## config.mk

```make
export PLATFORM = sky130hd
export DESIGN_NAME = psaq_dist
export DESIGN_NICKNAME = d
export VERILOG_FILES = /design/src/rtl/psaq_pkg.sv /design/src/rtl/psaq_dist.sv
export SDC_FILE = /design/constraint.sdc
export NUM_CORES = 2
export LEC_CHECK = 0
export BUFFER_PORTS_ARGS = -buffer_cell sky130_fd_sc_hd__buf_4
export CAP_MARGIN = 20
export CORE_MARGIN = 4
export CORE_UTILIZATION = 38
export CTS_BUF_LIST = sky130_fd_sc_hd__clkbuf_4
export CTS_CLUSTER_SIZE = 20
export DETAILED_ROUTE_END_ITERATION = 8
export HOLD_SLACK_MARGIN = 0.06
export PLACE_DENSITY = 0.65
export SLEW_MARGIN = 20
export SYNTH_ARGS = -nofsm -noshare
export SYNTH_HDL_FRONTEND = slang
export SYNTH_SLANG_ARGS = --single-unit
```

## constraint.sdc

```tcl
create_clock -name clk -period 9.2 [get_ports clk]
set_input_delay 1.38 -clock clk [delete_from_list [all_inputs] [get_ports clk]]
set_output_delay 1.38 -clock clk [all_outputs]
set_load 0.02 [all_outputs]
```

## src/rtl/psaq_pkg.sv

```systemverilog
// ---------------------------------------------------------------------------
// psaq_pkg: shared types and constants for the point store annulus query.
// Holds the point and result records and the operation codes.
// ---------------------------------------------------------------------------
`default_nettype none

package psaq_pkg;

  localparam int unsigned CAPACITY_DEF = 64;
  localparam int unsigned IDX_W        = 6;
  localparam int unsigned COORD_W      = 16;
  localparam int unsigned SQ_W         = 34;
  localparam int unsigned D2_W         = 35;
  localparam int unsigned R2_W         = 32;

  typedef enum logic [1:0] {
    OP_ADD   = 2'd0,
    OP_FIND  = 2'd1,
    OP_CLEAR = 2'd2,
    OP_NONE  = 2'd3
  } op_t;

  typedef struct packed {
    logic signed [COORD_W-1:0] x;
    logic signed [COORD_W-1:0] y;
    logic signed [COORD_W-1:0] z;
    logic        [COORD_W-1:0] heading;
  } point_t;

  // One point on its way through the distance pipeline.
  typedef struct packed {
    logic             valid;
    logic             match;
    logic [IDX_W-1:0] index;
    point_t           pt;
  } probe_t;

  typedef struct packed {
    logic [IDX_W-1:0]          point_index;
    logic signed [COORD_W-1:0] point_x;
    logic signed [COORD_W-1:0] point_y;
    logic signed [COORD_W-1:0] point_z;
    logic [COORD_W-1:0]        point_heading;
    logic                      match_valid;
    logic                      status;
    logic                      last;
  } result_t;

endpackage

`default_nettype wire

```

## src/rtl/psaq_dist.sv

```systemverilog
// ---------------------------------------------------------------------------
// psaq_dist: two-stage squared distance and band test
// Stage A squares the axis differences, stage B sums and compares.
// ---------------------------------------------------------------------------
`default_nettype none

module psaq_dist
  import psaq_pkg::*;
(
  input  wire              clk,
  input  wire              rst,
  input  wire              adv,
  input  wire probe_t      issue,
  input  wire point_t      query,
  input  wire [R2_W-1:0]   mn2,
  input  wire [R2_W-1:0]   mx2,
  output probe_t           res
);

  probe_t          stage_a;
  logic [SQ_W-1:0] sq_x, sq_y, sq_z;
  probe_t          stage_b;

  logic signed [COORD_W:0]     dx, dy, dz;
  logic signed [2*COORD_W+1:0] prod_x, prod_y, prod_z;
  logic [SQ_W-1:0]             sq_x_next, sq_y_next, sq_z_next;
  logic [D2_W-1:0]             d2;

  always_comb begin
    dx = $signed({issue.pt.x[COORD_W-1], issue.pt.x}) - $signed({query.x[COORD_W-1], query.x});
    dy = $signed({issue.pt.y[COORD_W-1], issue.pt.y}) - $signed({query.y[COORD_W-1], query.y});
    dz = $signed({issue.pt.z[COORD_W-1], issue.pt.z}) - $signed({query.z[COORD_W-1], query.z});
    // Full-width signed products; a square is never negative.
    prod_x = dx * dx;
    prod_y = dy * dy;
    prod_z = dz * dz;
    sq_x_next = SQ_W'(unsigned'(prod_x));
    sq_y_next = SQ_W'(unsigned'(prod_y));
    sq_z_next = SQ_W'(unsigned'(prod_z));
    d2 = D2_W'(sq_x) + D2_W'(sq_y) + D2_W'(sq_z);
  end

  always_ff @(posedge clk) begin
    if (rst) begin
      stage_a.valid <= 1'b0;
      stage_b.valid <= 1'b0;
    end else if (adv) begin
      stage_a.valid <= issue.valid;
      stage_b.valid <= stage_a.valid;
    end
    if (adv) begin
      stage_a.match <= 1'b0;
      stage_a.index <= issue.index;
      stage_a.pt    <= issue.pt;
      sq_x          <= sq_x_next;
      sq_y          <= sq_y_next;
      sq_z          <= sq_z_next;
      stage_b.index <= stage_a.index;
      stage_b.pt    <= stage_a.pt;
      stage_b.match <= (d2 >= D2_W'(mn2)) && (d2 <= D2_W'(mx2)) && stage_a.valid;
    end
  end

  assign res = stage_b;

endmodule

`default_nettype wire

```

# [Word level (Yosys, flattened, before mapping)]
# Cells that the tools add are included.
[word_totals] ff_bits=245 in_bits=203 out_inout_bits=72 elab_cells=28
[classes] add_sub_neg=5 n_mul=3 magnitude_cmp=2 n_reduce_logical=2
[ops] operator="17-bit by 17-bit multiplier with 34-bit output" n=3
[ops] operator="16-bit by 16-bit subtractor with 17-bit output" n=3
[ops] operator="34-bit by 34-bit adder with 35-bit output" n=1
[ops] operator="35-bit by 34-bit adder with 35-bit output" n=1
[ops] operator="35-bit by 32-bit greater-or-equal comparator with 1-bit output" n=1
[ops] operator="35-bit by 32-bit <= comparator with 1-bit output" n=1
[ops] operator="1-bit logical AND" n=2

# [Logic depth before layout (Yosys ltp)]
[logic_depth] depth_word=5 ltp_mapped=40 ltp_nobuf=38

# [Worst setup path after synthesis]
# OpenSTA, ideal clock, no wires.
[synth_timing] path_kind="input port to flip-flop" start="input port issue[32] in the netlist's numbering" end="register sq_y[33], data pin" setup_time_ns=0.260 arrival_time_ns=9.032 t_required_ns=8.940 setup_slack_ns=-0.092 stages=37 path_buffers=2 path_cell_list="inv_1 -> ha_1 -> fa_1 -> nor2b_1 -> o21ai_1 -> a21boi_2 -> nor4_2 -> o41ai_2 -> a31oi_1 -> o211ai_2 -> nand2_1 -> a31o_1 -> buf_2 -> clkinv_2 -> buf_6 -> nor2_1 -> fa_1 -> inv_1 -> fa_1 -> inv_1 -> fa_1 -> fa_1 -> fa_1 -> inv_1 -> fa_1 -> inv_1 -> ha_1 -> a21o_1 -> a21oi_1 -> nor3b_1 -> o21ai_0 -> a21o_1 -> o2111ai_1 -> a31oi_1 -> a21o_1 -> a21oi_1 -> xnor2_1"
[synth_via] elab_chain_cells=2
[synth_lines] element="from (decl)" line="psaq_dist.sv:13" rtl="input wire probe_t issue,"
[synth_lines] element="16-bit by 16-bit subtractor with 17-bit output" line="psaq_dist.sv:31" rtl="dy = $signed({issue.pt.y[COORD_W-1], issue.pt.y}) - $signed({query.y[COORD_W-1], query.y});"
[synth_lines] element="17-bit by 17-bit multiplier with 34-bit output" line="psaq_dist.sv:35" rtl="prod_y = dy * dy;"
[synth_lines] element="via prod_y[33]" line="psaq_dist.sv:25" rtl="logic signed [2*COORD_W+1:0] prod_x, prod_y, prod_z;"
[synth_lines] element="to (signal assigned)" line="psaq_dist.sv:56" rtl="sq_y <= sq_y_next;"
[synth_lines] element="to (decl)" line="psaq_dist.sv:21" rtl="logic [SQ_W-1:0] sq_x, sq_y, sq_z;"
# The timed path passes the listed nets, and every way through them passes these cells.
# A chain may end at the register's enable or synchronous reset.

# [Worst setup path after layout]
[layout_timing] start="input port issue[16] in the netlist's numbering" end="register sq_z[32], data pin"
[layout_via] elab_chain_cells=2
[layout_lines] element="16-bit by 16-bit subtractor with 17-bit output" line="psaq_dist.sv:32" rtl="dz = $signed({issue.pt.z[COORD_W-1], issue.pt.z}) - $signed({query.z[COORD_W-1], query.z});"
[layout_lines] element="17-bit by 17-bit multiplier with 34-bit output" line="psaq_dist.sv:36" rtl="prod_z = dz * dz;"
[layout_lines] element="via prod_z[32]" line="psaq_dist.sv:25"
[layout_lines] element="to (signal assigned)" line="psaq_dist.sv:57" rtl="sq_z <= sq_z_next;"
[layout_lines] element="to (decl)" line="psaq_dist.sv:21"
# The timed path passes the listed nets, and every way through them passes these cells.

==> reports/qor.csv <==
metric;value;unit
clock skew;68.6;ps
Worst Setup End Kind;flip-flop;
Die Area;0.116;mm2
Tmin final;8650;ps
crit-path max cell delay;520;ps
FILL cells;10400;
Final Hold Fails;0;
Chip Height;341;um
routed via count;30100;
row cnt;121;
crit start category;primary input;
Post-Syn Area;0.0421;mm2
Synth top area share;0.404;
Antenna Nets Post-Route;0;
htree depth;3;
vias per inst;4.74;
Num CTS Buffers;75;
initial antenna violation count;6;
synthesis warning total;0;
WP data arrival;9220;ps
DRT Pass-1 Iters;5;
Seq/Total Area, Yosys;0.172;
Total Routed Length;99500;um
Post-synth ARST share;0;
CP Class;in -> reg;
Max Root-Sink Buffers;3;
TNS Setup;0;ps
Slowest-stage cell, CP;fa_1;
Max Slew Vio Count;0;
CTS clk-pin slew, worst paths;60;ps
top post-synthesis cells by area;fa_1, edfxtp_1, ha_1;
largest net degree at the start of global routing;143;
routed len/inst;15.7;um
GRT Total Usage;0.178;
vias in the first global route;32800;
Final Cycle Share;0.940;
unrepaired setup endpoints after global routing;no;
Final HPWL DP;85800;um
Worst-Skew Late Latency;900;ps
PortBufs;257;
HP Class;reg -> reg;
Synth Register Bits;242;
Initial Util;0.385;
share of cells above drive strength 1;0.158;
Clock Sinks;242;
Post-layout nets;6257;
most frequent cells in the layout;inv_1, fa_1, buf_4;
# Post-CTS Setup Buffers;0;
dpl cell area;0.0483;mm2
I/O Pins;275;
final core occ;0.451;
area delta synth->final;17.1;%
fmax;116;MHz
GR Overflow Total;0;
Main synth FF type;edfxtp_1;
final setup violation count;0;
global placer's final weighted congestion;0.913;
Die Wd;341;um
DRC Markers;0;
outcome;completed;
post_cts resized;0;
Post-Synthesis Cells;4198;
reported max-cap violation count;0;
first-pass GRT wire length;166000;um
cell taking the most area after synthesis;fa_1;
CORE AREA;0.109;mm2
Worst path most repeated cell;fa_1;
CTS tree;done;
worst slew pin tran;897;ps
number of enable flip-flop cells after synthesis;240;
crit path max fanout;5;
1st-iter DRT viols;1520;
required time of the critical path;9770;ps
finished layout cell area;0.0493;mm2
Root Buffer Master;clkbuf_4;
Avg Cell Area, Syn;10.0;um2
# hold bufs at CTS;0;
post-synthesis cell type count;77;
commonest non-fill, non-tap cell in the layout;inv_1;
worst relative slew slack;0.402;
==> area by class of cell <==
type	instances	area [um2]	share of cell area
Sequential cell	242	7250	0.147
Clock inverter	33	253	0.00512
Multi-Input combinational cell	2736	30200	0.613
Inverter	1142	4290	0.0869
Timing Repair Buffer	618	4680	0.0950
Clock buffer	99	743	0.0151
Antenna cell	5	12.5	0.000254
Tap cell	1476	1850	0.0374
==> flip-flops by register name, summed over array words and instances, names as in the netlist <==
signal / flops
sq_x: 33
sq_y: 33
res: 72
stage_a: 71
sq_z: 33
==> cell families (layout without fill, tap and decap cells) <==
group                    Yosys count  count (layout)  synth area share
other                              2               8          0.000178
AND/OR/NAND/NOR                  853             853            0.0878
multiplexers                      10              10           0.00238
adder cells (fa/ha/maj)         1239            1239             0.520
flip-flops                       242             242             0.172
XOR/XNOR                         185             185            0.0387
buffers and inverters           1221            1892             0.110
AO/OA/AOI/OAI                    446             446            0.0694
==> final timing paths <==
check	from	to	slack [ps]	cells past startpoint
worst max register to register	sq_y[4]	res[70]	2700	22
worst max-delay path	issue[16]	sq_z[32]	550	36
worst min register to register	stage_a[19]	res[19]	410	0
worst min-delay path	stage_a[19]	res[19]	410	0
==> cells in the mapped netlist (8+ instances only) <==
cell type     n
and2_1       19
fa_1        849
buf_2        15
clkbuf_1     59
ha_1        390
o21a_1       27
xnor2_1     134
a31oi_1       9
clkinv_1      8
nand2_1     318
or3_1         8
nand2b_1     27
and3_1       13
nand4_1      19
nor2b_1      30
xor2_1       50
edfxtp_1    240
o31ai_1      10
mux2i_1      10
o211ai_1     10
inv_1      1127
nor2_1      322
nor3_1       27
a21o_1       69
or2_2         9
o21ai_1       9
o21ai_0      75
a211oi_1     15
a21oi_1     141
nand3_1      38
o21bai_1     18
==> per-layer routing <==
layer	track usage	up-vias	wire [um]
li1	-	14200	-
met1	0.239	15000	42900
met2	0.294	734	46600
met3	0.0374	158	7350
met4	0.0501	2	2650
met5	0	-	13
==> per-stage QoR <==
step | cells | worst slack [ps] | hold WS [ps]
6_report | 6351 | 551 | 407
3_3_place_gp | 6214 | -254 | 400
3_5_place_dp | 6214 | -314 | 405
4_1_cts | 6346 | 594 | 411
5_1_grt | 6351 | 50.3 | 413
2_1_floorplan | 4199 | 98.9 | 400
==> worst max-delay path, delay by kind of cell <==
kind,cells,cell delay [ps]
simple gates,4,490
buf+inv,7,710
fa+ha+maj,9,3750
compound gates,15,2780
xor+xnor,1,100
Power is not shown: default switching activity piles up to over one toggle a cycle in this logic, so the estimate is an artifact.
