### src/rtl/psaq_pkg.sv
// ---------------------------------------------------------------------------
// psaq_pkg: shared types and constants for the point store annulus query.
// Holds the point and result records and the operation codes.
// ---------------------------------------------------------------------------
`default_nettype none

package psaq_pkg;

  localparam int unsigned CAPACITY_DEF = 64;
  localparam int unsigned IDX_W        = 6;
  localparam int unsigned COORD_W      = 16;
  localparam int unsigned SQ_W         = 34;
  localparam int unsigned D2_W         = 35;
  localparam int unsigned R2_W         = 32;

  typedef enum logic [1:0] {
    OP_ADD   = 2'd0,
    OP_FIND  = 2'd1,
    OP_CLEAR = 2'd2,
    OP_NONE  = 2'd3
  } op_t;

  typedef struct packed {
    logic signed [COORD_W-1:0] x;
    logic signed [COORD_W-1:0] y;
    logic signed [COORD_W-1:0] z;
    logic        [COORD_W-1:0] heading;
  } point_t;

  // One point on its way through the distance pipeline.
  typedef struct packed {
    logic             valid;
    logic             match;
    logic [IDX_W-1:0] index;
    point_t           pt;
  } probe_t;

  typedef struct packed {
    logic [IDX_W-1:0]          point_index;
    logic signed [COORD_W-1:0] point_x;
    logic signed [COORD_W-1:0] point_y;
    logic signed [COORD_W-1:0] point_z;
    logic [COORD_W-1:0]        point_heading;
    logic                      match_valid;
    logic                      status;
    logic                      last;
  } result_t;

endpackage

`default_nettype wire

### src/rtl/psaq_cell.sv
// ---------------------------------------------------------------------------
// psaq_cell: one storage cell of the point chain
// Holds one point; loads a new point or takes its neighbor's on a shift.
// ---------------------------------------------------------------------------
`default_nettype none

module psaq_cell
  import psaq_pkg::*;
(
  input  wire         clk,
  input  wire         shift,
  input  wire point_t nb,
  input  wire         we,
  input  wire point_t wd,
  output point_t      q
);

  point_t pt;

  always_ff @(posedge clk) begin
    if (we) begin
      pt <= wd;
    end else if (shift) begin
      pt <= nb;
    end
  end

  assign q = pt;

endmodule

`default_nettype wire

### config.mk
export PLATFORM = sky130hd
export DESIGN_NAME = psaq_cell
export DESIGN_NICKNAME = d
export VERILOG_FILES = /design/src/rtl/psaq_pkg.sv /design/src/rtl/psaq_cell.sv
export SDC_FILE = /design/constraint.sdc
export NUM_CORES = 1
export LEC_CHECK = 0
export BUFFER_PORTS_ARGS = -buffer_cell sky130_fd_sc_hd__buf_2
export CAP_MARGIN = 20
export CORE_MARGIN = 1
export CORE_UTILIZATION = 45
export CTS_CLUSTER_DIAMETER = 150
export DETAILED_ROUTE_END_ITERATION = 6
export PLACE_DENSITY_LB_ADDON = 0.08
export SLEW_MARGIN = 20
export SYNTH_ARGS = -nofsm -noshare
export SYNTH_HDL_FRONTEND = slang
export SYNTH_SLANG_ARGS = --single-unit
### constraint.sdc
create_clock -name clk -period 7.1 [get_ports clk]
set_input_delay 0.355 -clock clk [delete_from_list [all_inputs] [get_ports clk]]
set_output_delay 0.355 -clock clk [all_outputs]
set_load 0.02 [all_outputs]
# ---- Yosys cells after proc, flatten, opt, wreduce, memory -nomap -nowiden
# Index checks and enable logic that the tools add are counted.
dict set report word_totals {
  word_cells 7
  latchBits 0
  mem_bits_rw 0
  rom_bits 0
  inputBits 131
  output_inout_bits 64
  mem_count 0
  reg_bits 64
}
dict set report op_classes {
  muxes 2
  n_div 0
  n_addsub 0
  bitwise_logic 0
  n_lt_le_gt_ge 0
  multipliers 0
  eq_ne 0
  shift 0
  n_reduce_logical 1
}
# cell count
set ops {}
lappend ops {{2-to-1 mux 64 bit} 2}
lappend ops {{nonzero test 2 bit} 1}

# ---- Logic depth before layout (Yosys ltp)
# Gate-level depths: netlist (run 1).
dict set report logic_depth {
  depth_word 2
  depth_mapped 3
  mapped_depth_nobuf 1
}

# ---- Worst setup path before layout (run 1)
# Ideal clock, no wire load.
dict set report synth_path {
  kind {input -> register}
  start {in we}
  end {reg pt (netlist bit q[0]) (enable)}
  path_slack_ns 4.571
  path_buffers 2
  stages 3
  t_required_ns 6.674
  setup_ns 0.426
  t_arrival_ns 2.104
  path_cell_list {buf_6 > buf_6 > or2_1}
}
dict set report synth_via {
  elab_chain_cells 1
}
# element line_no
set synth_lines {}
lappend synth_lines {{from (decl)} psaq_cell.sv:13} ;# input wire we,
lappend synth_lines {{nonzero test 2 bit (no source line)} -}
lappend synth_lines {{to (signal assigned)} psaq_cell.sv:22} ;# pt <= wd;
lappend synth_lines {{to (signal assigned)} psaq_cell.sv:24} ;# pt <= nb;
lappend synth_lines {{to (decl)} psaq_cell.sv:18} ;# point_t pt;
# Every way passes these cells.
# A chain may end at the register's enable or synchronous reset.

# ---- Worst setup path after layout (run 1)
dict set report layout_path {
  start {in we}
  end {reg pt (netlist bit q[3]), data pin}
}
dict set report layout_via {
  elab_chain_cells 1
}
# element line_no
set layout_lines {}
lappend layout_lines {{2-to-1 mux 64 bit} psaq_cell.sv:21} ;# if (we) begin
# Every way passes these cells.

==> results of run 1 <==
## metal layers
metal | share of wire | global-route usage
met3 | 0.12 | 0.07692
met2 | 0.50 | 0.3099
met4 | 0.027 | 0.1123
met1 | 0.35 | 0.1940
met5 | 0 | 0
## final timing paths
path | end | slack [ns] | startpoint
setup / recovery | q[3]$_DFFE_PP_ | 5.40 | we
hold / removal | q[12]$_DFFE_PP_ | 0.33 | wd[12]
## cell type report
type / count / area, um2
clock buffer: 13 / 138.9
clock inverter: 2 / 7.507
fill: 452 / 1999
multi-input combinational: 65 / 910.9
sequential: 64 / 1922
tap: 75 / 93.84
timing repair buffer: 196 / 988.4
## power by group through the flow
stage,clock (mW),sequential (mW),combinational [mW]
2_1_floorplan,0,0.539,0.0589
3_3_place_gp,0,0.480,0.193
3_5_place_dp,0,0.482,0.195
4_1_cts,0.253,0.474,0.196
5_1_grt,0.272,0.477,0.206
6_report,0.244,0.473,0.193
## cells by family after synthesis
group,after synthesis,share of synthesized area
multiplexers,64,0.3114
buffers and inverters,7,0.02498
flip-flops,64,0.6615
AND/OR/NAND/NOR,1,0.002155
## metrics by stage
step | worst slack [ns] | area [um2] | instances
2_1_floorplan | 4.571 | 2905 | 136
3_3_place_gp | 5.053 | 3915 | 400
3_5_place_dp | 5.033 | 3915 | 400
4_1_cts | 5.385 | 4061 | 415
5_1_grt | 5.339 | 4061 | 415
6_report | 5.401 | 4061 | 415
## synthesized netlist by cell type (all sizes together)
cell    count
buf         7
or2         1
mux2       64
edfxtp     64
## critical path, stage by stage
cell	delay (ns)
buf_4	0.38
buf_4	0.61
mux2_2	0.41
==> out/summary.txt, run 1 <==
RSZ-0062 raised after global routing - false
Tot Pwr - 0.9107 mW
Post-Syn Instances - 136
DRT iter0 DRCs - 82
RePlAce Congestion - 0.7587
combinational share of power - 0.212
Rel. slew slack - 0.4579
routed len/inst - 14.95 um
Worst Path Max Fanout - 37
# setup viols final - 0
Yosys warnings - 0
P_sw - 0.2324 mW
crit path DAT - 1.77 ns
die extent in y - 82.35 um
grt ovf - 0
IO Port Bufs - 194
Initial Util - 0.4794
Req. time, crit path - 7.18 ns
post_cts resized - 0
hold_ws - 0.3258 ns
top cell type's share of synthesized area - 0.6615
max reg flops - 64
DIE AREA - 6782 um2
switching share of power - 0.2552
Synth cell types - 6
Final Hold Viols - 0
Core ar. - 6061 um2
# hold bufs at CTS - 0
CTS buffer count - 9
DRT Pass-1 Iters - 4
synthesis-to-finish area growth - 39.79%
drc violations - 0
clock root buffer - clkbuf_8
Slew Limit Fails - 0
Seq cells post-synth - 64
total wire length - 6.203 mm
peak supply drop - 0.1461 mV
worst slew pin tran - 0.8132 ns
sequential area share after synthesis - 0.6615
mapped cell area - 2905 um2
hold depth - 2
share of post-route cells with drive strength above 1 - 0.7941
cell taking the most area after synthesis - edfxtp_1
most area-consuming cells after synthesis - edfxtp_1, mux2_4, mux2_2
worst hold path type - in2reg
commonest cells after routing, fill and taps aside - buf_2, edfxtp_1, mux2_4
P_int - 0.6782 mW
ant diodes - 0
period utilisation layout - 0.2393
Reg clk slew, reported paths - 0.06 ns
vias per cell - 4.684
Rows - 28
Final min period - 1.699 ns
pin count of the biggest net entering global routing - 65
number of routed nets with antenna violations - 0
syn_nets - 267
status - finished clean
crit end category - register
Clock Path Buffers - 2
CP Launch Type - input port
final setup TNS - 0 ns
CTS tree - built
CTS sink count - 64
die width - 82.35 um
most common cell after layout, fill and taps aside - buf_2
Setup CP Type - in2reg
Post-CTS Setup Inserts - 0
Global Route Usage Sum - 0.1854
sequential share of power - 0.520
syn avg cell area - 21.36 um2
Clock power frac - 0.268
initial antenna violation count - 0
Via Count - 1944
H-Tree Depth - 3
max cap viols - 0
I/O pins - 195
first-pass GRT wire length - 8.728 mm
fmax - 0.5885 GHz
Final Core Density - 0.6701
Final nets - 467
Leak - 1.962 nW
power per standard cell area - 224.2 nW/um2
number of global-route vias before repair - 1843
Power figures use the tool's default switching activity.
==> run 2, diff against run 1 <==
CORE_UTILIZATION = 38   (was 45)
clock period = 1.4 ns   (was 7.1 ns; I/O delays follow)
==> out/summary.txt, run 2 (synthesis results as in run 1) <==
status - finished clean
worst hold path type - in2reg
Clock Path Buffers - 2 (unchanged)
crit path DAT - 0.89 ns (-0.88 ns)
Crit path max-delay family - flip-flops
post_cts resized - 0 (unchanged)
die width - 89.44 um (+8.6%)
RSZ-0062 raised after global routing - false
CTS buffer count - 9 (unchanged)
Initial Util - 0.3963 (-0.08304)
clock root buffer - clkbuf_8
grt ovf - 0 (unchanged)
Tot Pwr - 4.834 mW (+430%)
final setup TNS - 0 ns (unchanged)
CP Launch Type - register
number of global-route vias before repair - 1691 (-8.2%)
period utilisation layout - 0.6832
number of routed nets with antenna violations - 0 (unchanged)
peak supply drop - 0.4772 mV (+230%)
DRT Pass-1 Iters - 4 (unchanged)
Rows - 31 (+11%)
IO Port Bufs - 194 (unchanged)
H-Tree Depth - 3 (unchanged)
Final nets - 466 (-0.21%)
most common cell after layout, fill and taps aside - buf_2
initial antenna violation count - 0 (unchanged)
synthesis-to-finish area growth - 42.12%
fmax - 1.046 GHz
crit-path cells - buf_2
vias per cell - 4.409 (-5.9%)
routed len/inst - 14.31 um (-4.3%)
Slew Limit Fails - 0 (unchanged)
first-pass GRT wire length - 8.286 mm (-5.1%)
CTS sink count - 64 (unchanged)
# setup viols final - 0 (unchanged)
Worst Path Max Fanout - 1 (-97%)
commonest cells after routing, fill and taps aside - buf_2, edfxtp_1, mux2_4
I/O pins - 195 (unchanged)
DRT iter0 DRCs - 51 (-38%)
Reg clk slew, reported paths - 0.07 ns (about the same)
max cap viols - 0 (unchanged)
Bufs and invs on worst path - 1 (-1)
drc violations - 0 (unchanged)
total wire length - 6.267 mm (+1.0%)
Global Route Usage Sum - 0.1472 (-0.03822)
CTS tree - built
max reg flops - 64 (unchanged)
# hold bufs at CTS - 0 (unchanged)
crit end category - output pin
worst slew pin tran - 0.8730 ns (+0.05986 ns)
slowest CP cell - edfxtp_1
ant diodes - 0 (unchanged)
Final Hold Viols - 0 (unchanged)
Final min period - 0.9565 ns
RePlAce Congestion - 0.7102 (-6.4%)
pin count of the biggest net entering global routing - 65 (unchanged)
Crit path largest cell delay - 0.39 ns (-0.22 ns)
Leak - 1.983 nW (+1.1%)
power per standard cell area - 1171 nW/um2 (+420%)
Core ar. - 7331 um2 (+21%)
DIE AREA - 8000 um2 (+18%)
Via Count - 1931 (-0.67%)
die extent in y - 89.44 um (+8.6%)
Rel. slew slack - 0.4180 (-0.03991)
Req. time, crit path - 1.33 ns (-5.85 ns)
share of post-route cells with drive strength above 1 - 0.8053 (+0.01119)
Post-CTS Setup Inserts - 0 (unchanged)
Setup CP Type - reg2out
run 2: per-stage QoR:
step / instances / util / cell area [um2] / setup WS, ns / hold slack (ns)
2_1_floorplan: 136 / - / 2908 / 0.1018 / 0.2875
3_3_place_gp: 423 / 0.5392 / 3953 / 0.1138 / 0.3714
3_5_place_dp: 423 / 0.5392 / 3953 / 0.09961 / 0.3731
4_1_cts: 438 / 0.5632 / 4129 / 0.4126 / 0.01873
5_1_grt: 438 / 0.5632 / 4129 / 0.3941 / 0.01737
6_report: 438 / 0.5632 / 4129 / 0.4435 / 0.03901
run 2: final timing paths:
check,startpoint,end,slack (ns),depth (start not counted)
max,q[45]$_DFFE_PP_,q[45],0.44,1
min,wd[27],q[27]$_DFFE_PP_,0.04,2
run 2: report_power, final:
group / switching, mW / total, mW / leakage (nW) / internal, mW
clock: 0.656 / 1.45 / 0.0933 / 0.798
sequential: 0.0472 / 2.40 / 0.652 / 2.35
combinational: 0.515 / 0.979 / 1.24 / 0.464
run 2: area by class of cell:
type,instances,area (um2)
sequential,64,1922
clock inverter,5,48.80
timing repair buffer,195,993.5
multi-input combinational,65,913.4
tap,99,123.9
clock buffer,10,127.6
fill,630,3202
run 2: per-layer routing:
metal	GRT usage	routed length, um	vias to the layer above
li1	-	-	930
met1	0.1651	2429	872
met2	0.2353	3015	119
met3	0.06094	720	10
met4	0.08802	101	0
met5	0	0	-
